## config.mk

```make
export PLATFORM = sky130hd
export DESIGN_NAME = dsc_fifo
export DESIGN_NICKNAME = d
export VERILOG_FILES = /design/src/rtl/core/dsc_pkg.sv /design/src/rtl/core/dsc_fifo.sv
export SDC_FILE = /design/constraint.sdc
export NUM_CORES = 1
export LEC_CHECK = 0
export BUFFER_PORTS_ARGS = -buffer_cell sky130_fd_sc_hd__buf_2
export CAP_MARGIN = 20
export CORE_UTILIZATION = 30
export CTS_CLUSTER_SIZE = 16
export DETAILED_ROUTE_END_ITERATION = 16
export PLACE_DENSITY = 0.51
export SLEW_MARGIN = 5
export SYNTH_ARGS = -nofsm -noshare
export SYNTH_HDL_FRONTEND = slang
export SYNTH_SLANG_ARGS = --single-unit
```

## constraint.sdc

```tcl
create_clock -name clk -period 8 [get_ports clk]
set_input_delay 1.6 -clock clk [delete_from_list [all_inputs] [get_ports clk]]
set_output_delay 1.6 -clock clk [all_outputs]
set_load 0.02 [all_outputs]
```

## src/rtl/core/dsc_pkg.sv

```systemverilog
`default_nettype none

package dsc_pkg;

  // Field widths fixed by the register map and the pixel format.
  localparam int PIX_W   = 24;
  localparam int POS_W   = 10;
  localparam int DIM_W   = 11;
  localparam int PROG_W  = 9;
  localparam int ADDR_W  = 5;
  localparam int DATA_W  = 32;

  // Sizes that cover the whole legal range of the module parameters.
  localparam int IX_W    = 12;
  localparam int DV_W    = 8;
  localparam int SUM_W   = DV_W + 8;
  localparam int Q_DEPTH = 4;

  localparam int DEF_MAX_WIDTH      = 1024;
  localparam int DEF_MAX_HEIGHT     = 1024;
  localparam int DEF_MAX_BOX_FACTOR = 5;

  localparam logic [PROG_W-1:0] PROG_FULL = PROG_W'(256);

  localparam logic [DIM_W-1:0] RST_SCREEN_W = DIM_W'(640);
  localparam logic [DIM_W-1:0] RST_SCREEN_H = DIM_W'(480);
  localparam logic [POS_W-1:0] RST_LEFT     = POS_W'(160);
  localparam logic [POS_W-1:0] RST_TOP      = POS_W'(120);
  localparam logic [DIM_W-1:0] RST_RECT_W   = DIM_W'(320);
  localparam logic [DIM_W-1:0] RST_RECT_H   = DIM_W'(240);

  typedef enum logic [2:0] {
    REG_SCREEN_W = 3'd0,
    REG_SCREEN_H = 3'd1,
    REG_LEFT     = 3'd2,
    REG_TOP      = 3'd3,
    REG_RECT_W   = 3'd4,
    REG_RECT_H   = 3'd5,
    REG_PROGRESS = 3'd6
  } reg_idx_t;

  typedef struct packed {
    logic [DIM_W-1:0]  screen_width;
    logic [DIM_W-1:0]  screen_height;
    logic [POS_W-1:0]  rect_left;
    logic [POS_W-1:0]  rect_top;
    logic [DIM_W-1:0]  rect_width;
    logic [DIM_W-1:0]  rect_height;
    logic [PROG_W-1:0] progress;
  } cfg_t;

  typedef enum logic {
    OP_NEAR,
    OP_BOX
  } op_t;

  typedef struct packed {
    op_t              op;
    logic             first;
    logic             last;
    logic             done;
    logic [IX_W-1:0]  ix;
    logic [DV_W-1:0]  dv;
    logic [POS_W-1:0] ox;
    logic [POS_W-1:0] oy;
    logic [PIX_W-1:0] pixel;
  } entry_t;

  typedef enum logic [2:0] {
    FE_RUN,
    FE_SPANX,
    FE_SPANY,
    FE_BOX,
    FE_DIV_GO,
    FE_DIV_WAIT,
    FE_DV
  } fe_state_t;

  typedef enum logic [1:0] {
    DIV_W,
    DIV_H,
    DIV_DDY
  } div_sel_t;

  typedef enum logic [2:0] {
    BE_IDLE,
    BE_READ,
    BE_ACC,
    BE_DIV,
    BE_OUT
  } be_state_t;

endpackage

`default_nettype wire

```

## src/rtl/core/dsc_fifo.sv

```systemverilog
`default_nettype none

module dsc_fifo (
  input  wire logic            clk,
  input  wire logic            rst,
  input  wire logic            push,
  input  wire dsc_pkg::entry_t wdata,
  input  wire logic            pop,
  output dsc_pkg::entry_t      rdata,
  output logic                 full,
  output logic                 empty
);
  import dsc_pkg::*;

  localparam int PW = $clog2(Q_DEPTH);
  localparam int CW = $clog2(Q_DEPTH + 1);

  entry_t        slots [Q_DEPTH];
  logic [PW-1:0] wptr;
  logic [PW-1:0] rptr;
  logic [CW-1:0] count;

  assign full  = count == CW'(Q_DEPTH);
  assign empty = count == '0;
  assign rdata = slots[rptr];

  always_ff @(posedge clk) begin
    if (rst) begin
      wptr  <= '0;
      rptr  <= '0;
      count <= '0;
    end else begin
      if (push) begin
        wptr <= wptr + PW'(1);
      end
      if (pop) begin
        rptr <= rptr + PW'(1);
      end
      if (push && !pop) begin
        count <= count + CW'(1);
      end else if (pop && !push) begin
        count <= count - CW'(1);
      end
    end
  end

  always_ff @(posedge clk) begin
    if (push) begin
      slots[wptr] <= wdata;
    end
  end

  a_no_overflow: assert property (@(posedge clk) disable iff (rst) !(push && full))
    else $error("queue written while full");
  a_no_underflow: assert property (@(posedge clk) disable iff (rst) !(pop && empty))
    else $error("queue read while empty");
  a_count_track: assert property (@(posedge clk) disable iff (rst)
    (push && !pop) |=> (count == $past(count) + CW'(1)))
    else $error("queue fill count lost a transfer");

endmodule

`default_nettype wire

```

==> qor.csv, run 1 <==
metric,value,unit
post-synthesis cell area,10300,um^2
worst stage delay on the critical path,0.78,ns
setup TNS,0,ns
skew final,0.00853,ns
reg2reg end,slots[2][64],
Mapped Nets,478,
Die Area,35000,um^2
Starting Density,0.305,
Critical R2R Launch,wptr[0],
clock root buffer,clkbuf_16,
"most common cell after layout, fill and taps aside",edfxtp_1,
P per Cell Area,269,nW/um^2
Hold Path Sink,count[2],
Worst EP arrival,2.92,ns
hold_buf cts,0,
critical path class,reg2out,
most frequent cells in the layout,"272 x edfxtp_1, 141 x buf_2, 68 x mux4_2, 29 x clkbuf_16, 8 x clkbuf_1",
CTS Buffer Depth,3,
fin crit share,0.565,
drt pass-1 iters,4,
Final Util,0.369,
Max Slew Vio Count,0,
pre-CTS setup slack,3.90,ns
antenna violations before repair,2,
CP cell instances,buf_4 > mux4_2 > buf_2,
I/O Buffers,141,
number of cells on the worst hold path,2,
Post-CTS Setup Repair Bufs,0,
worst path required time,6.40,ns
CTS tree,built,
fmax,221,MHz
vias,4546,
largest net degree at the start of global routing,69,
Die W,187,um
hold crit path type,reg2reg,
fillers,3045,
IO Pins,142,
YS warnings,0,
vias per cell,4.41,
gpl congestion,0.654,
#FFs+latches synth,281,
setup ws final,3.48,ns
worst hold start,count[2],
CP max stage cell,dfxtp_4,
# DRC,0,
final worst path period need,4.52,ns
post-CTS resize count,0,
Syn Inst Count,400,
first-pass GRT wire length,29.7,mm
Slew @ Worst Pin,1.07,ns
largest fanout on the critical path,37,
Setup crit end kind,output pin,
gr ovfl total,0,
Detailed Route WL,18.9,mm
syn avg cell area,25.7,um^2
Setup crit start kind,register,
peak supply drop,161,uV
R2R setup slack,6.20,ns
clock-pin slew on the worst setup and hold paths,0.06,ns
DP HPWL,11.0,mm
H-tree Lvls,1,
unrepaired setup endpoints after global routing,false,
Layout area overhead,21.0,%
initial drt markers,269,
Final Hold Vio Count,0,
normalized max-slew margin,0.290,
CORE AREA,33600,um^2
die span in y,187,um
Worst-Skew Late Latency,0.53,ns
worst-case reg-to-reg path depth,4,
total CTS buffers,28,
status,completed,
share of cells above drive strength 1,0.442,
Final Total Pwr,3.34,mW
drt wl/cell,18.3,um
sequential area share after synthesis,0.813,
# rows,67,
Leakage,4.11,nW
Synth cell types,22,
Routed Antenna Nets,0,
# nets final,637,
MaxCap Viol Count,0,
gr usage total,0.110,
vias in the first global route,5103,
CTS Sinks,281,
Final setup viols,0,
[state kept, by name, indices dropped and copies added, names as in the netlist, named ones only]
| register | flops |
|---|---|
| wptr | 2 |
| rptr | 2 |
| count | 3 |
| slots | 272 |
[where the power goes]
group | switching [mW] | internal, mW
Combinational | 0.188 | 0.143
Sequential | 0.0390 | 1.69
Clock | 0.518 | 0.758
Total | 0.745 | 2.59
[kinds of logic (layout without fill, tap and decap cells)]
kind of cell | count (synthesis) | after routing | synth area share
other | 0 | 1 | 0
adder cells (fa/ha/maj) | 6 | 6 | 0.00804
multiplexers | 70 | 70 | 0.151
AO/OA/AOI/OAI | 2 | 2 | 0.000974
buffers and inverters | 21 | 202 | 0.0151
XOR/XNOR | 5 | 5 | 0.00427
flip-flops | 281 | 281 | 0.813
AND/OR/NAND/NOR | 15 | 15 | 0.00719
[per-layer routing]
layer  global-route usage  vias to the layer above  part of all wire
met5                    0                        -                 0
met4               0.0337                        0             0.026
met3               0.0280                       39             0.056
met2                0.192                      118              0.51
met1                0.134                     2367              0.41
li1                     -                     2022                 -
[critical path, delay by kind of cell (launching register included)]
kind	cells	cell delay, ns
buf+inv	2	0.93
flops	1	0.78
mux	1	0.61
[layout make-up]
class	count	area, um^2	area share
Sequential cell	281	8360	0.673
Tap cell	448	561	0.0451
Clock inverter	15	150	0.0121
Clock buffer	37	756	0.0609
Antenna cell	1	2.50	0.000201
Multi-Input combinational cell	98	1770	0.143
Timing Repair Buffer	146	808	0.0651
Inverter	4	15.0	0.00121
[synthesized netlist by cell type]
master | n | share of area
o21ai_0 | 1 | 0.00049
nand2_1 | 1 | 0.00037
nor3b_1 | 1 | 0.00073
xnor2_1 | 2 | 0.0017
nor3_1 | 1 | 0.00049
buf_6 | 1 | 0.0011
or3_1 | 1 | 0.00061
a21oi_1 | 1 | 0.00049
buf_2 | 4 | 0.0020
edfxtp_1 | 272 | 0.80
clkbuf_1 | 5 | 0.0018
dfxtp_1 | 9 | 0.018
xor2_1 | 3 | 0.0026
buf_12 | 3 | 0.0059
and2_1 | 4 | 0.0024
mux2i_1 | 2 | 0.0020
nor2_1 | 7 | 0.0026
fa_1 | 1 | 0.0020
inv_1 | 4 | 0.0015
mux4_2 | 68 | 0.15
buf_4 | 4 | 0.0029
ha_1 | 5 | 0.0061
[worst max path at each step]
stage | start | slack, ns | to | cells past startpoint
2_1_floorplan | push | 4.37 | slots[0][0] | 1
3_3_place_gp | register | 3.92 | rdata[15] | 3
3_5_place_dp | register | 3.90 | rdata[50] | 3
4_1_cts | register | 3.31 | rdata[50] | 3
5_1_grt | register | 3.20 | rdata[50] | 3
6_report | register | 3.48 | rdata[50] | 3
[metrics by stage]
| step | cell area [um^2] | std cells | hold WS (ns) |
|---|---|---|---|
| global placement | 11400 | 973 | 0.475 |
| finish | 12400 | 1030 | 0.529 |
| global route | 12400 | 1029 | 0.576 |
| detailed placement | 11500 | 975 | 0.522 |
| CTS | 12400 | 1027 | 0.536 |
| floorplan | 10300 | 400 | 0.466 |
No activity file was read; power rests on OpenSTA's default activity.
==> run 2: changes to the inputs <==
ABC_AREA = 1   (was not set)
clock period = 4.4 ns   (was 8 ns; I/O delays follow)
==> qor.csv, run 2 <==
metric,value,unit,change
"count leader, synth",edfxtp_1,,
Die Area,35800,um^2,+2.3%
Layout area overhead,20.0,%,
antenna violations before repair,3,,+1
Setup crit start kind,register,,
gr ovfl total,0,,unchanged
asr flop ratio synth,0,,unchanged
max reg flops,272,,unchanged
# rows,68,,+1.5%
Commonest cells post-synth,"272 x edfxtp_1, 142 x nor2_1, 136 x o21ai_0, 68 x o22ai_1, 15 x inv_1",,
vias,6148,,+35%
worst-case reg-to-reg path depth,5,,+1
worst stage delay on the critical path,0.72,ns,-0.06 ns
syn avg cell area,14.7,um^2,-43%
CTS Buffer Depth,3,,unchanged
Leakage,4.36,nW,+6.2%
total CTS buffers,30,,+7.1%
CP max stage cell,inv_6,,
P per Cell Area,486,nW/um^2,+81%
DP HPWL,12.7,mm,+16%
largest fanout on the critical path,136,,+270%
Clk pwr share,0.398,,+0.016
Post-synth EDFFs,272,,unchanged
H-tree Lvls,1,,unchanged
share of cells above drive strength 1,0.227,,-0.216
setup TNS,0,ns,unchanged
Post-synth top flop,edfxtp_1,,
Die W,189,um,+1.2%
I/O Buffers,141,,unchanged
drt pass-1 iters,6,,+2
Reg power frac,0.505,,-0.013
switching power of the nets,1.44,mW,+93%
Post-CTS Setup Repair Bufs,0,,unchanged
critical path class,reg2out,,
IO Pins,142,,unchanged
most frequent cells in the layout,"272 x edfxtp_1, 142 x nor2_1, 141 x buf_2, 136 x o21ai_0, 68 x o22ai_1",,
Detailed Route WL,23.5,mm,+24%
clock-pin slew on the worst setup and hold paths,0.06,ns,about the same
YS warnings,0,,unchanged
fin crit share,0.776,,
CP cell instances,inv_6 > o21ai_0 > o22ai_1 > buf_2,,
Routed Antenna Nets,0,,unchanged
"most common cell after layout, fill and taps aside",edfxtp_1,,
sequential area share after synthesis,0.795,,-0.0187
# DRC,0,,unchanged
status,completed,,
Synth area leaders,"edfxtp_1 78%, o21ai_0 6.5%, nor2_1 5.1%",,
normalized max-slew margin,0.348,,+0.0579
initial drt markers,472,,+75%
#FFs+latches synth,281,,unchanged
gpl congestion,0.668,,+2.2%
hold_buf cts,0,,unchanged
post-CTS resize count,0,,unchanged
drt wl/cell,17.6,um,-3.9%
largest registers,"slots: 272 flops, count: 3 flops",,
number of cells on the worst hold path,1,,-1
vias per cell,4.61,,+4.4%
clock root buffer,clkbuf_16,,
die span in y,189,um,+1.2%
Levels on crit path,4,,+1
fillers,3401,,+12%
CORE AREA,34500,um^2,+2.8%
Max Slew Vio Count,0,,unchanged
Syn Inst Count,715,,+79%
most flop-heavy register,slots,,
share of the synthesized area in the top cell type,0.777,,-0.0183
Comb power frac,0.097,,-0.002
Setup crit end kind,output pin,,
CTS Sinks,281,,unchanged
MaxCap Viol Count,0,,unchanged
gr usage total,0.129,,+0.0189
Buf/Inv on CP,2,,unchanged
first-pass GRT wire length,35.7,mm,+20%
Synth cell types,22,,unchanged
WHS,0.442,ns,-0.0876 ns
Final Total Pwr,6.12,mW,+84%
Starting Density,0.304,,-0.00121
Slew @ Worst Pin,0.978,ns,-0.0868 ns
top cell type by total area after synthesis,edfxtp_1,,
fmax,293,MHz,
largest net degree at the start of global routing,137,,+99%
Worst-Skew Late Latency,0.54,ns,about the same
peak supply drop,333,uV,+110%
post-synthesis cell area,10500,um^2,+2.4%
Final setup viols,0,,unchanged
skew final,0.00676,ns,-0.00177 ns
worst path required time,3.52,ns,-2.88 ns
unrepaired setup endpoints after global routing,false,,
Mapped Nets,793,,+66%
hold crit path type,reg2reg,,
vias in the first global route,6115,,+20%
# nets final,932,,+46%
Final Hold Vio Count,0,,unchanged
Sw Ratio,0.235,,+0.0121
Worst EP arrival,2.54,ns,-0.38 ns
final worst path period need,3.42,ns,
CTS tree,built,,
Pint,4.68,mW,+81%
CP top delay family,buffers and inverters,,
## run 2: cell types whose count changed after synthesis, sizes merged, moves of 8 or more
cell    change
nand2       +8
mux4       -68
buf        +10
clkbuf     +16
o22ai      +68
inv        +13
o21ai     +140
nor2      +135
## run 2: path summary, 6_finish.rpt
| path | from | end | slack, ns |
|---|---|---|---|
| setup / recovery | register | rdata[12] | 0.98 |
| hold / removal | rptr[1] | register | 0.44 |
| setup reg to reg | wptr[0] | slots[2][4] | 2.30 |
| hold reg to reg | rptr[1] | register | 0.44 |
## run 2: kinds of logic after synthesis
kind of cell,Yosys count,share of synthesized area
flops,281,0.795
compound gates,212,0.109
simple gates,155,0.0560
buf+inv,60,0.0317
fa+ha+maj,6,0.00786
xor+xnor,1,0.000834
## run 2: stage by stage
step / setup WS [ns] / utilization / instance area, um^2 / instances
4_1_cts: 0.926 / 0.365 / 12600 / 1333
6_report: 0.984 / 0.365 / 12600 / 1334
5_1_grt: 0.777 / 0.365 / 12600 / 1333
2_1_floorplan: 1.74 / - / 10500 / 715
3_5_place_dp: 1.51 / 0.337 / 11600 / 1277
3_3_place_gp: 1.55 / 0.337 / 11600 / 1277
## run 2: power by group through the flow
stage                     Combinational, mW  Clock, mW  Sequential (mW)
final                                 0.593       2.44             3.09
after CTS                             0.610       2.50             3.09
after global placement                0.604          0             3.15
after floorplan                       0.371          0             3.14
after detailed placement              0.608          0             3.15
after global routing                  0.655       2.60             3.10
## run 2: cell type report
cell class	count	area (um^2)	share of cell area
inverter	17	73.8	0.00585
tap	455	569	0.0451
clock inverter	13	114	0.00903
multi-input combinational	374	1830	0.145
timing repair buffer	150	823	0.0653
sequential	281	8350	0.662
clock buffer	43	851	0.0675
antenna	1	2.50	0.000198
## run 2: metal layers
| metal | vias to the layer above | global-route usage | part of all wire |
|---|---|---|---|
| li1 | 2964 | - | - |
| met1 | 3002 | 0.174 | 0.46 |
| met2 | 137 | 0.213 | 0.47 |
| met3 | 39 | 0.0265 | 0.049 |
| met4 | 6 | 0.0313 | 0.016 |
| met5 | - | 0 | 0.0014 |
## run 2: worst register-to-register path, delay by kind of cell, from the launching register on
family                     cells  cell delay (ns)
buffers and inverters          3             1.18
adders and majority gates      1             0.20
and+or+nand+nor                1             0.08
DFF                            1             0.36
