<file path="src/rtl/core/dsc_pkg.sv">
`default_nettype none

package dsc_pkg;

  // Field widths fixed by the register map and the pixel format.
  localparam int PIX_W   = 24;
  localparam int POS_W   = 10;
  localparam int DIM_W   = 11;
  localparam int PROG_W  = 9;
  localparam int ADDR_W  = 5;
  localparam int DATA_W  = 32;

  // Sizes that cover the whole legal range of the module parameters.
  localparam int IX_W    = 12;
  localparam int DV_W    = 8;
  localparam int SUM_W   = DV_W + 8;
  localparam int Q_DEPTH = 4;

  localparam int DEF_MAX_WIDTH      = 1024;
  localparam int DEF_MAX_HEIGHT     = 1024;
  localparam int DEF_MAX_BOX_FACTOR = 5;

  localparam logic [PROG_W-1:0] PROG_FULL = PROG_W'(256);

  localparam logic [DIM_W-1:0] RST_SCREEN_W = DIM_W'(640);
  localparam logic [DIM_W-1:0] RST_SCREEN_H = DIM_W'(480);
  localparam logic [POS_W-1:0] RST_LEFT     = POS_W'(160);
  localparam logic [POS_W-1:0] RST_TOP      = POS_W'(120);
  localparam logic [DIM_W-1:0] RST_RECT_W   = DIM_W'(320);
  localparam logic [DIM_W-1:0] RST_RECT_H   = DIM_W'(240);

  typedef enum logic [2:0] {
    REG_SCREEN_W = 3'd0,
    REG_SCREEN_H = 3'd1,
    REG_LEFT     = 3'd2,
    REG_TOP      = 3'd3,
    REG_RECT_W   = 3'd4,
    REG_RECT_H   = 3'd5,
    REG_PROGRESS = 3'd6
  } reg_idx_t;

  typedef struct packed {
    logic [DIM_W-1:0]  screen_width;
    logic [DIM_W-1:0]  screen_height;
    logic [POS_W-1:0]  rect_left;
    logic [POS_W-1:0]  rect_top;
    logic [DIM_W-1:0]  rect_width;
    logic [DIM_W-1:0]  rect_height;
    logic [PROG_W-1:0] progress;
  } cfg_t;

  typedef enum logic {
    OP_NEAR,
    OP_BOX
  } op_t;

  typedef struct packed {
    op_t              op;
    logic             first;
    logic             last;
    logic             done;
    logic [IX_W-1:0]  ix;
    logic [DV_W-1:0]  dv;
    logic [POS_W-1:0] ox;
    logic [POS_W-1:0] oy;
    logic [PIX_W-1:0] pixel;
  } entry_t;

  typedef enum logic [2:0] {
    FE_RUN,
    FE_SPANX,
    FE_SPANY,
    FE_BOX,
    FE_DIV_GO,
    FE_DIV_WAIT,
    FE_DV
  } fe_state_t;

  typedef enum logic [1:0] {
    DIV_W,
    DIV_H,
    DIV_DDY
  } div_sel_t;

  typedef enum logic [2:0] {
    BE_IDLE,
    BE_READ,
    BE_ACC,
    BE_DIV,
    BE_OUT
  } be_state_t;

endpackage

`default_nettype wire

</file>
<file path="src/rtl/core/dsc_if.sv">
`default_nettype none

interface dsc_in_if;
  import dsc_pkg::*;
  logic             valid;
  logic             ready;
  logic [PIX_W-1:0] pixel_in;
  logic             frame_start;
  modport source (output valid, pixel_in, frame_start, input ready);
  modport sink   (input valid, pixel_in, frame_start, output ready);
endinterface


`default_nettype wire

</file>
<file path="src/rtl/core/dsc_div.sv">
`default_nettype none

module dsc_div #(
  parameter int N_W = 19,
  parameter int D_W = 11
) (
  input  wire logic           clk,
  input  wire logic           rst,
  input  wire logic           start,
  input  wire logic [N_W-1:0] dividend,
  input  wire logic [D_W-1:0] divisor,
  output logic                busy,
  output logic [N_W-1:0]      quot,
  output logic [D_W-1:0]      rem
);
  localparam int CW = $clog2(N_W + 1);

  logic [CW-1:0]  cnt;
  logic [N_W-1:0] q;
  logic [D_W-1:0] r;
  logic [D_W-1:0] d;
  logic [D_W:0]   trial;
  logic [D_W:0]   diff;
  logic           ge;

  // Restoring division, one quotient bit per cycle, MSB first.
  always_comb begin
    trial = {r, q[N_W-1]};
    diff  = trial - {1'b0, d};
    ge    = trial >= {1'b0, d};
  end

  always_ff @(posedge clk) begin
    if (rst) begin
      cnt <= '0;
    end else if (start) begin
      cnt <= CW'(N_W);
    end else if (cnt != '0) begin
      cnt <= cnt - CW'(1);
    end
  end

  always_ff @(posedge clk) begin
    if (start) begin
      q <= dividend;
      r <= '0;
      d <= divisor;
    end else if (cnt != '0) begin
      q <= {q[N_W-2:0], ge};
      r <= ge ? diff[D_W-1:0] : trial[D_W-1:0];
    end
  end

  assign busy = cnt != '0;
  assign quot = q;
  assign rem  = r;

endmodule

`default_nettype wire

</file>
<file path="src/rtl/core/dsc_front.sv">
`default_nettype none

module dsc_front #(
  parameter int MAX_WIDTH      = dsc_pkg::DEF_MAX_WIDTH,
  parameter int MAX_HEIGHT     = dsc_pkg::DEF_MAX_HEIGHT,
  parameter int MAX_BOX_FACTOR = dsc_pkg::DEF_MAX_BOX_FACTOR
) (
  input  wire logic          clk,
  input  wire logic          rst,
  input  wire dsc_pkg::cfg_t cfg,
  dsc_in_if.sink             pixels_in,
  input  wire logic          q_full,
  output logic               q_push,
  output dsc_pkg::entry_t    q_entry
);
  import dsc_pkg::*;

  localparam int XW = $clog2(MAX_WIDTH + 1);
  localparam int YW = $clog2(MAX_HEIGHT + 1);
  localparam int DW = (XW > YW) ? XW : YW;
  localparam int EW = ((DW > DIM_W) ? DW : DIM_W) + 1;
  localparam int RW = $clog2(MAX_HEIGHT * 256 + 1);
  localparam int NW = DW + 8;

  typedef struct packed {
    logic [EW-1:0] start;
    logic [EW-1:0] size;
  } span_t;

  // Clamp the rectangle to the screen, then widen it toward the full screen.
  function automatic span_t span(input logic [EW-1:0] full, input logic [EW-1:0] org,
                                 input logic [EW-1:0] len, input logic [PROG_W-1:0] ml);
    logic [EW-1:0]   a;
    logic [EW-1:0]   lim;
    logic [EW-1:0]   l;
    logic [EW-1:0]   b;
    logic [EW+8:0]   pa;
    logic [EW+8:0]   pb;
    span_t           s;
    a   = (org >= full) ? full - EW'(1) : org;
    lim = full - a;
    l   = (len > lim) ? lim : len;
    if (l == '0) begin
      l = EW'(1);
    end
    b   = a + l;
    pa  = (EW+9)'(a) * (EW+9)'(ml);
    pb  = (EW+9)'(full - b) * (EW+9)'(ml);
    s.start = a - EW'(pa >> 8);
    s.size  = b + EW'(pb >> 8) - s.start;
    return s;
  endfunction

  fe_state_t   state, state_next;
  div_sel_t    div_idx;
  logic        geo_valid;
  logic        fresh;

  logic [DW-1:0]     gw, gh, start_x, start_y, sx, sy, fx, rx, fy;
  logic [RW-1:0]     ddy;
  logic [DV_W-1:0]   dv;
  logic              box;
  logic [PROG_W-1:0] ml;

  logic [DW-1:0] col, row, dcol, drow, tq, trem, cx, bx, ry, by;
  logic [RW-1:0] racc;

  logic            div_start, div_busy;
  logic [NW-1:0]   div_n, div_q;
  logic [DW-1:0]   div_d, div_r;

  logic            accept, active, box_in, near_row, near_pick, row_end;
  logic [EW-1:0]   w_cl, h_cl;
  span_t           sp;
  logic            box_hit;
  logic [DW+3:0]   px, py;
  logic [DW:0]     tsum;
  logic [2*DW-1:0] dv_prod;

  dsc_div #(.N_W(NW), .D_W(DW)) u_div (
    .clk      (clk),
    .rst      (rst),
    .start    (div_start),
    .dividend (div_n),
    .divisor  (div_d),
    .busy     (div_busy),
    .quot     (div_q),
    .rem      (div_r)
  );

  always_comb begin
    w_cl = EW'(cfg.screen_width);
    if (w_cl == '0) begin
      w_cl = EW'(1);
    end else if (w_cl > EW'(MAX_WIDTH)) begin
      w_cl = EW'(MAX_WIDTH);
    end
    h_cl = EW'(cfg.screen_height);
    if (h_cl == '0) begin
      h_cl = EW'(1);
    end else if (h_cl > EW'(MAX_HEIGHT)) begin
      h_cl = EW'(MAX_HEIGHT);
    end
  end

  always_comb begin
    if (state == FE_SPANX) begin
      sp = span(EW'(gw), EW'(cfg.rect_left), EW'(cfg.rect_width), ml);
    end else begin
      sp = span(EW'(gh), EW'(cfg.rect_top), EW'(cfg.rect_height), ml);
    end
  end

  // Box mode holds when the size is the screen size over some factor from 2 to MAX_BOX_FACTOR, rounded down.
  always_comb begin
    box_hit = 1'b0;
    px      = '0;
    py      = '0;
    for (int b = 2; b <= MAX_BOX_FACTOR; b++) begin
      px = (DW+4)'(sx) * (DW+4)'(b);
      py = (DW+4)'(sy) * (DW+4)'(b);
      if (px <= (DW+4)'(gw) && ((DW+4)'(gw) - px) < (DW+4)'(b) &&
          py <= (DW+4)'(gh) && ((DW+4)'(gh) - py) < (DW+4)'(b)) begin
        box_hit = 1'b1;
      end
    end
  end

  always_comb begin
    unique case (div_idx)
      DIV_W: begin
        div_n = NW'(gw);
        div_d = sx;
      end
      DIV_H: begin
        div_n = NW'(gh);
        div_d = sy;
      end
      DIV_DDY: begin
        div_n = {gh, 8'b0};
        div_d = sy;
      end
      default: begin
        div_n = NW'(gw);
        div_d = sx;
      end
    endcase
  end

  assign dv_prod = {{DW{1'b0}}, fx} * {{DW{1'b0}}, fy};

  always_comb begin
    pixels_in.ready = (state == FE_RUN) && !q_full && (!pixels_in.frame_start || fresh);
    accept    = pixels_in.valid && pixels_in.ready;
    active    = accept && geo_valid && (row < gh);
    box_in    = (bx < sx) && (by < sy);
    near_row  = (drow < sy) && (RW'(row) == (racc >> 8));
    near_pick = near_row && (dcol < sx) && (col == tq);
    row_end   = col == gw - DW'(1);
    tsum      = {1'b0, trem} + {1'b0, rx};
    q_push    = active && (box ? box_in : near_pick);

    q_entry.op    = box ? OP_BOX : OP_NEAR;
    q_entry.first = (cx == '0) && (ry == '0);
    q_entry.last  = (cx == fx - DW'(1)) && (ry == fy - DW'(1));
    q_entry.ix    = IX_W'(bx);
    q_entry.dv    = dv;
    q_entry.pixel = pixels_in.pixel_in;
    if (box) begin
      q_entry.ox   = POS_W'({1'b0, start_x} + {1'b0, bx});
      q_entry.oy   = POS_W'({1'b0, start_y} + {1'b0, by});
      q_entry.done = (bx == sx - DW'(1)) && (by == sy - DW'(1));
    end else begin
      q_entry.ox   = POS_W'({1'b0, start_x} + {1'b0, dcol});
      q_entry.oy   = POS_W'({1'b0, start_y} + {1'b0, drow});
      q_entry.done = (drow == sy - DW'(1)) && (dcol == sx - DW'(1));
    end
  end

  always_ff @(posedge clk) begin
    if (rst) begin
      state <= FE_RUN;
    end else begin
      state <= state_next;
    end
  end

  always_comb begin
    state_next = state;
    div_start  = 1'b0;
    unique case (state)
      FE_RUN: begin
        if (pixels_in.valid && pixels_in.frame_start && !fresh) begin
          state_next = FE_SPANX;
        end
      end
      FE_SPANX: state_next = FE_SPANY;
      FE_SPANY: state_next = FE_BOX;
      FE_BOX:   state_next = FE_DIV_GO;
      FE_DIV_GO: begin
        div_start  = 1'b1;
        state_next = FE_DIV_WAIT;
      end
      FE_DIV_WAIT: begin
        if (!div_busy) begin
          state_next = (div_idx == DIV_DDY) ? FE_DV : FE_DIV_GO;
        end
      end
      FE_DV: state_next = FE_RUN;
      default: state_next = FE_RUN;
    endcase
  end

  always_ff @(posedge clk) begin
    if (rst) begin
      geo_valid <= 1'b0;
      fresh     <= 1'b0;
      div_idx   <= DIV_W;
    end else begin
      if (state == FE_BOX) begin
        div_idx <= DIV_W;
      end else if (state == FE_DIV_WAIT && !div_busy) begin
        unique case (div_idx)
          DIV_W:   div_idx <= DIV_H;
          DIV_H:   div_idx <= DIV_DDY;
          default: div_idx <= DIV_W;
        endcase
      end
      if (state == FE_DV) begin
        geo_valid <= 1'b1;
        fresh     <= 1'b1;
      end else if (accept) begin
        fresh <= 1'b0;
      end
    end
  end

  always_ff @(posedge clk) begin
    unique case (state)
      FE_RUN: begin
        if (pixels_in.valid && pixels_in.frame_start && !fresh) begin
          gw <= DW'(w_cl);
          gh <= DW'(h_cl);
          ml <= (cfg.progress > PROG_FULL) ? PROG_FULL : cfg.progress;
        end
        if (active) begin
          if (!box && near_row) begin
            if (near_pick) begin
              dcol <= dcol + DW'(1);
              if (tsum >= {1'b0, sx}) begin
                trem <= DW'(tsum - {1'b0, sx});
                tq   <= tq + fx + DW'(1);
              end else begin
                trem <= DW'(tsum);
                tq   <= tq + fx;
              end
            end
            if (row_end) begin
              drow <= drow + DW'(1);
              racc <= racc + ddy;
              dcol <= '0;
              tq   <= '0;
              trem <= '0;
            end
          end
          if (row_end) begin
            col <= '0;
            row <= row + DW'(1);
            cx  <= '0;
            bx  <= '0;
            if (ry == fy - DW'(1)) begin
              ry <= '0;
              by <= by + DW'(1);
            end else begin
              ry <= ry + DW'(1);
            end
          end else begin
            col <= col + DW'(1);
            if (cx == fx - DW'(1)) begin
              cx <= '0;
              bx <= bx + DW'(1);
            end else begin
              cx <= cx + DW'(1);
            end
          end
        end
      end
      FE_SPANX: begin
        start_x <= DW'(sp.start);
        sx      <= DW'(sp.size);
      end
      FE_SPANY: begin
        start_y <= DW'(sp.start);
        sy      <= DW'(sp.size);
      end
      FE_BOX: box <= box_hit;
      FE_DIV_GO: ;
      FE_DIV_WAIT: begin
        if (!div_busy) begin
          unique case (div_idx)
            DIV_W: begin
              fx <= DW'(div_q);
              rx <= div_r;
            end
            DIV_H:   fy  <= DW'(div_q);
            default: ddy <= RW'(div_q);
          endcase
        end
      end
      FE_DV: begin
        dv   <= dv_prod[DV_W-1:0];
        col  <= '0;
        row  <= '0;
        dcol <= '0;
        drow <= '0;
        tq   <= '0;
        trem <= '0;
        racc <= '0;
        cx   <= '0;
        bx   <= '0;
        ry   <= '0;
        by   <= '0;
      end
      default: ;
    endcase
  end

endmodule

`default_nettype wire

</file>
<file path="src/flat_wrapper.sv">
// flat-port wrapper written by rule: the top's interface ports become plain ports
module dsc_front_flat import dsc_pkg::*;
#(
  parameter int MAX_WIDTH      = dsc_pkg::DEF_MAX_WIDTH,
  parameter int MAX_HEIGHT     = dsc_pkg::DEF_MAX_HEIGHT,
  parameter int MAX_BOX_FACTOR = dsc_pkg::DEF_MAX_BOX_FACTOR
)
  (clk, rst, cfg, q_full, q_push, q_entry, pixels_in_valid, pixels_in_pixel_in, pixels_in_frame_start, pixels_in_ready);
  dsc_in_if pixels_in_i ();
  input  wire logic clk;
  input  wire logic rst;
  input  wire dsc_pkg::cfg_t cfg;
  input  wire logic q_full;
  output logic q_push;
  output dsc_pkg::entry_t q_entry;
  input wire logic [$bits(pixels_in_i.valid)-1:0] pixels_in_valid;
  input wire logic [$bits(pixels_in_i.pixel_in)-1:0] pixels_in_pixel_in;
  input wire logic [$bits(pixels_in_i.frame_start)-1:0] pixels_in_frame_start;
  output wire logic [$bits(pixels_in_i.ready)-1:0] pixels_in_ready;
  assign pixels_in_i.valid = pixels_in_valid;
  assign pixels_in_i.pixel_in = pixels_in_pixel_in;
  assign pixels_in_i.frame_start = pixels_in_frame_start;
  assign pixels_in_ready = pixels_in_i.ready;
  dsc_front #(.MAX_WIDTH(MAX_WIDTH), .MAX_HEIGHT(MAX_HEIGHT), .MAX_BOX_FACTOR(MAX_BOX_FACTOR)) u_core (.clk(clk), .rst(rst), .cfg(cfg), .pixels_in(pixels_in_i), .q_full(q_full), .q_push(q_push), .q_entry(q_entry));
endmodule
</file>
<file path="config.mk">
export PLATFORM = sky130hd
export DESIGN_NAME = dsc_front_flat
export DESIGN_NICKNAME = d
export VERILOG_FILES = /design/src/rtl/core/dsc_pkg.sv /design/src/rtl/core/dsc_if.sv /design/src/rtl/core/dsc_div.sv /design/src/rtl/core/dsc_front.sv /design/src/flat_wrapper.sv
export SDC_FILE = /design/constraint.sdc
export NUM_CORES = 2
export LEC_CHECK = 0
export BUFFER_PORTS_ARGS = -buffer_cell sky130_fd_sc_hd__buf_2
export CAP_MARGIN = 20
export CELL_PAD_IN_SITES_DETAIL_PLACEMENT = 0
export CELL_PAD_IN_SITES_GLOBAL_PLACEMENT = 1
export CORE_MARGIN = 1
export CORE_UTILIZATION = 51
export DETAILED_ROUTE_END_ITERATION = 10
export GPL_ROUTABILITY_DRIVEN = 0
export PLACE_DENSITY = 0.88
export SYNTH_ARGS = -nofsm -noshare
export SYNTH_HDL_FRONTEND = slang
export SYNTH_SLANG_ARGS = --single-unit
</file>
<file path="constraint.sdc">
create_clock -name clk -period 22.1 [get_ports clk]
set_input_delay 1.105 -clock clk [delete_from_list [all_inputs] [get_ports clk]]
set_output_delay 1.105 -clock clk [all_outputs]
set_load 0.02 [all_outputs]
</file>
==> summary.md <==
| Metric | Value |
|---|---|
| Syn avg cell area | 9.05 µm² |
| Setup crit end kind | register |
| Chip width | about 300 µm |
| Overall routed net length | around 130000 µm |
| CP Depth | 68 |
| Post-synth top flop | edfxtp_1 |
| Fmax | ~55 MHz |
| DRC Markers | 0 |
| FF+latch area | 9260 µm² |
| CP Max Fanout | 25 |
| CTS tree | done |
| Setup TNS | 0 ns |
| Hold_buf cts | 0 |
| Ports | around 170 |
| Clock slew at reported path FFs | 0.07 ns |
| # Max-Cap Violations | 0 |
| Synth Instances | 4894 |
| CP peak stage delay | roughly 0.9 ns |
| 1st-pass router iterations | 5 |
| Routed len/inst | ~20 µm |
| Die height | 297 µm |
| Area of the multi-input gates | 31900 µm² |
| Slowest-stage cell, CP | a211oi_2 |
| Vias | about 35k |
| Total core area | about 86000 µm² |
| R2R depth | 68 |
| GRT overflow | 0 |
| Post-route ant nets | 0 |
| Nets | around 6k |
| Synth async-reset ratio | 0% |
| Worst Hold Class | reg2reg |
| First-pass GRT wire length | 198000 µm |
| Area after DPL | about 46000 µm² |
| Vias in the first global route | 35.3k |
| Critical path arrival | ~18 ns |
| Cell Area, Synth | ~44000 µm² |
| Layout cells sized above 1 | 6.76% |
| Seq/Total Area, Yosys | about a fifth |
| Startpoint types | register |
| Fin. max-slew vios | 0 |
| # setup viols final | 0 |
| Rows | ~110 |
| CP delay by family, top | compound AO/OA/AOI/OAI gates |
| Initial antenna violation count | 0 |
| Fin. Hold Viols | 0 |
| Worst reg2reg setup slack | slightly below 4 ns |
| IO Port Bufs | about 120 |
| Die ar. | 88000 µm² |
| #FFs+latches synth | 316 |
| Fin crit share | 82.1% |
| Largest net degree at the start of global routing | between 50 and 60 |
| Commonest non-fill, non-tap cell in the layout | inv_1 |
| Yosys warnings | 0 |
| Synthesized net count | between 5k and 6k |
| Initial drt markers | 2369 |
| Synth cell types | 87 |
| Fin area | about 48000 µm² |
| CP dominant cell by count | xnor2_1 |
| Status | completed |
| Post-cts gate resize count | 0 |
| Starting Density | 51.7% |
| RR Startpoint | u_core.gh[8] |
| H-tree Lvls | 2 |
| Sink count of the clock tree | about 320 |
| Max clock buf depth | 3 |
| Fin crit period | 18.14 ns |
| Post-synth EDFFs | between 200 and 300 |
| CTS root buffer | clkbuf_16 |
| Placement Setup Slack | between 4 and 5 ns |
| Synthesis-to-finish area growth | 7.51% |
| Commonest cells after routing, fill and taps aside | 657 x inv_1, 587 x ha_1, 465 x nand2_1 |
| Post-DP HPWL | slightly below 100000 µm |
| Total track usage | between 20% and 30% |
| Clock latency at the later pin of the worst-skew pair | ~0.58 ns |
| R2r endpoint | u_core.sx[10] |
| Headroom to the max-slew limit | between 20% and 30% |
| WP data required | approximately 22 ns |
| Least-Margin Pin Slew | about 1.1 ns |
| Final-layout fill cell count | between 7k and 8k |
| Setup Skew | 0.0234 ns |
| WP buf/inv | 8 |
| RSZ-0062 raised after global routing | false |
| Antenna diode instance count | 0 |
| Setup CP Type | reg2reg |
| Via density per instance | ~5.7 |
| Setup ws final | a little under 4 ns |
| Crit path from | u_core.gh[8] |
| TritonCTS Buffers | 40 |
| Post-CTS Setup Inserts | 0 |
| End of the critical path | u_core.sx[10] |
[synthesized netlist by cell type (all sizes together) (92+ instances only)]
cell,instances,area (µm²)
inv,659,2470
ha,587,7340
nand2,465,1750
nor2,397,1520
fa,363,7270
edfxtp,293,8800
xnor2,292,2580
xor2,209,1830
a21oi,195,976
o21ai,183,916
clkbuf,115,432
nand3,99,495
nor2b,93,582
and2,92,576
[stage by stage]
step | instances | hold WS (ns) | util (%)
2_1_floorplan | 4894 | 0.426 | -
3_3_place_gp | 6077 | 0.435 | 54.0
3_5_place_dp | 6078 | 0.441 | 54.0
4_1_cts | 6152 | 0.455 | 55.6
5_1_grt | 6156 | 0.457 | 55.6
6_report | 6156 | 0.454 | 55.6
[area by class of cell]
class / count / share of cell area, %
Clock buffer: 49 / 2.22
Clock inverter: 25 / 0.594
Inverter: 661 / 5.21
Multi-Input combinational cell: 3772 / 67.1
Sequential cell: 316 / 19.5
Tap cell: 1144 / 3.01
Timing Repair Buffer: 189 / 2.43
[routing by layer]
metal	global-route usage (%)	part of all wire [%]
met3	4.09	6.6
met5	0	0
met2	49.7	47
met1	36.5	41
met4	13.7	5.2
[logic make-up after synthesis]
kind of cell	count (synthesis)	share of synthesized area, %
AO/OA/AOI/OAI	743	10.7
XOR/XNOR	506	10.2
adder cells (fa/ha/maj)	955	33.1
buffers and inverters	806	7.09
flip-flops	316	20.9
multiplexers	84	2.03
other	1	0.00847
AND/OR/NAND/NOR	1483	15.9
[worst min-delay path by stage]
stage | cells after the start | slack, ns | start | to
2_1_floorplan | 0 | 0.43 | u_core.u_div.quot[11] | u_core.ddy[11]
3_3_place_gp | 0 | 0.44 | u_core.u_div.quot[16] | u_core.ddy[16]
3_5_place_dp | 0 | 0.44 | u_core.u_div.quot[15] | u_core.ddy[15]
4_1_cts | 0 | 0.46 | u_core.u_div.quot[17] | u_core.ddy[17]
5_1_grt | 0 | 0.46 | u_core.u_div.quot[17] | u_core.ddy[17]
6_report | 0 | 0.45 | u_core.u_div.quot[16] | u_core.ddy[16]
Power is left out: the tool's default activity adds up to more than one toggle a clock period on the data nets, which glitch-free logic cannot reach.
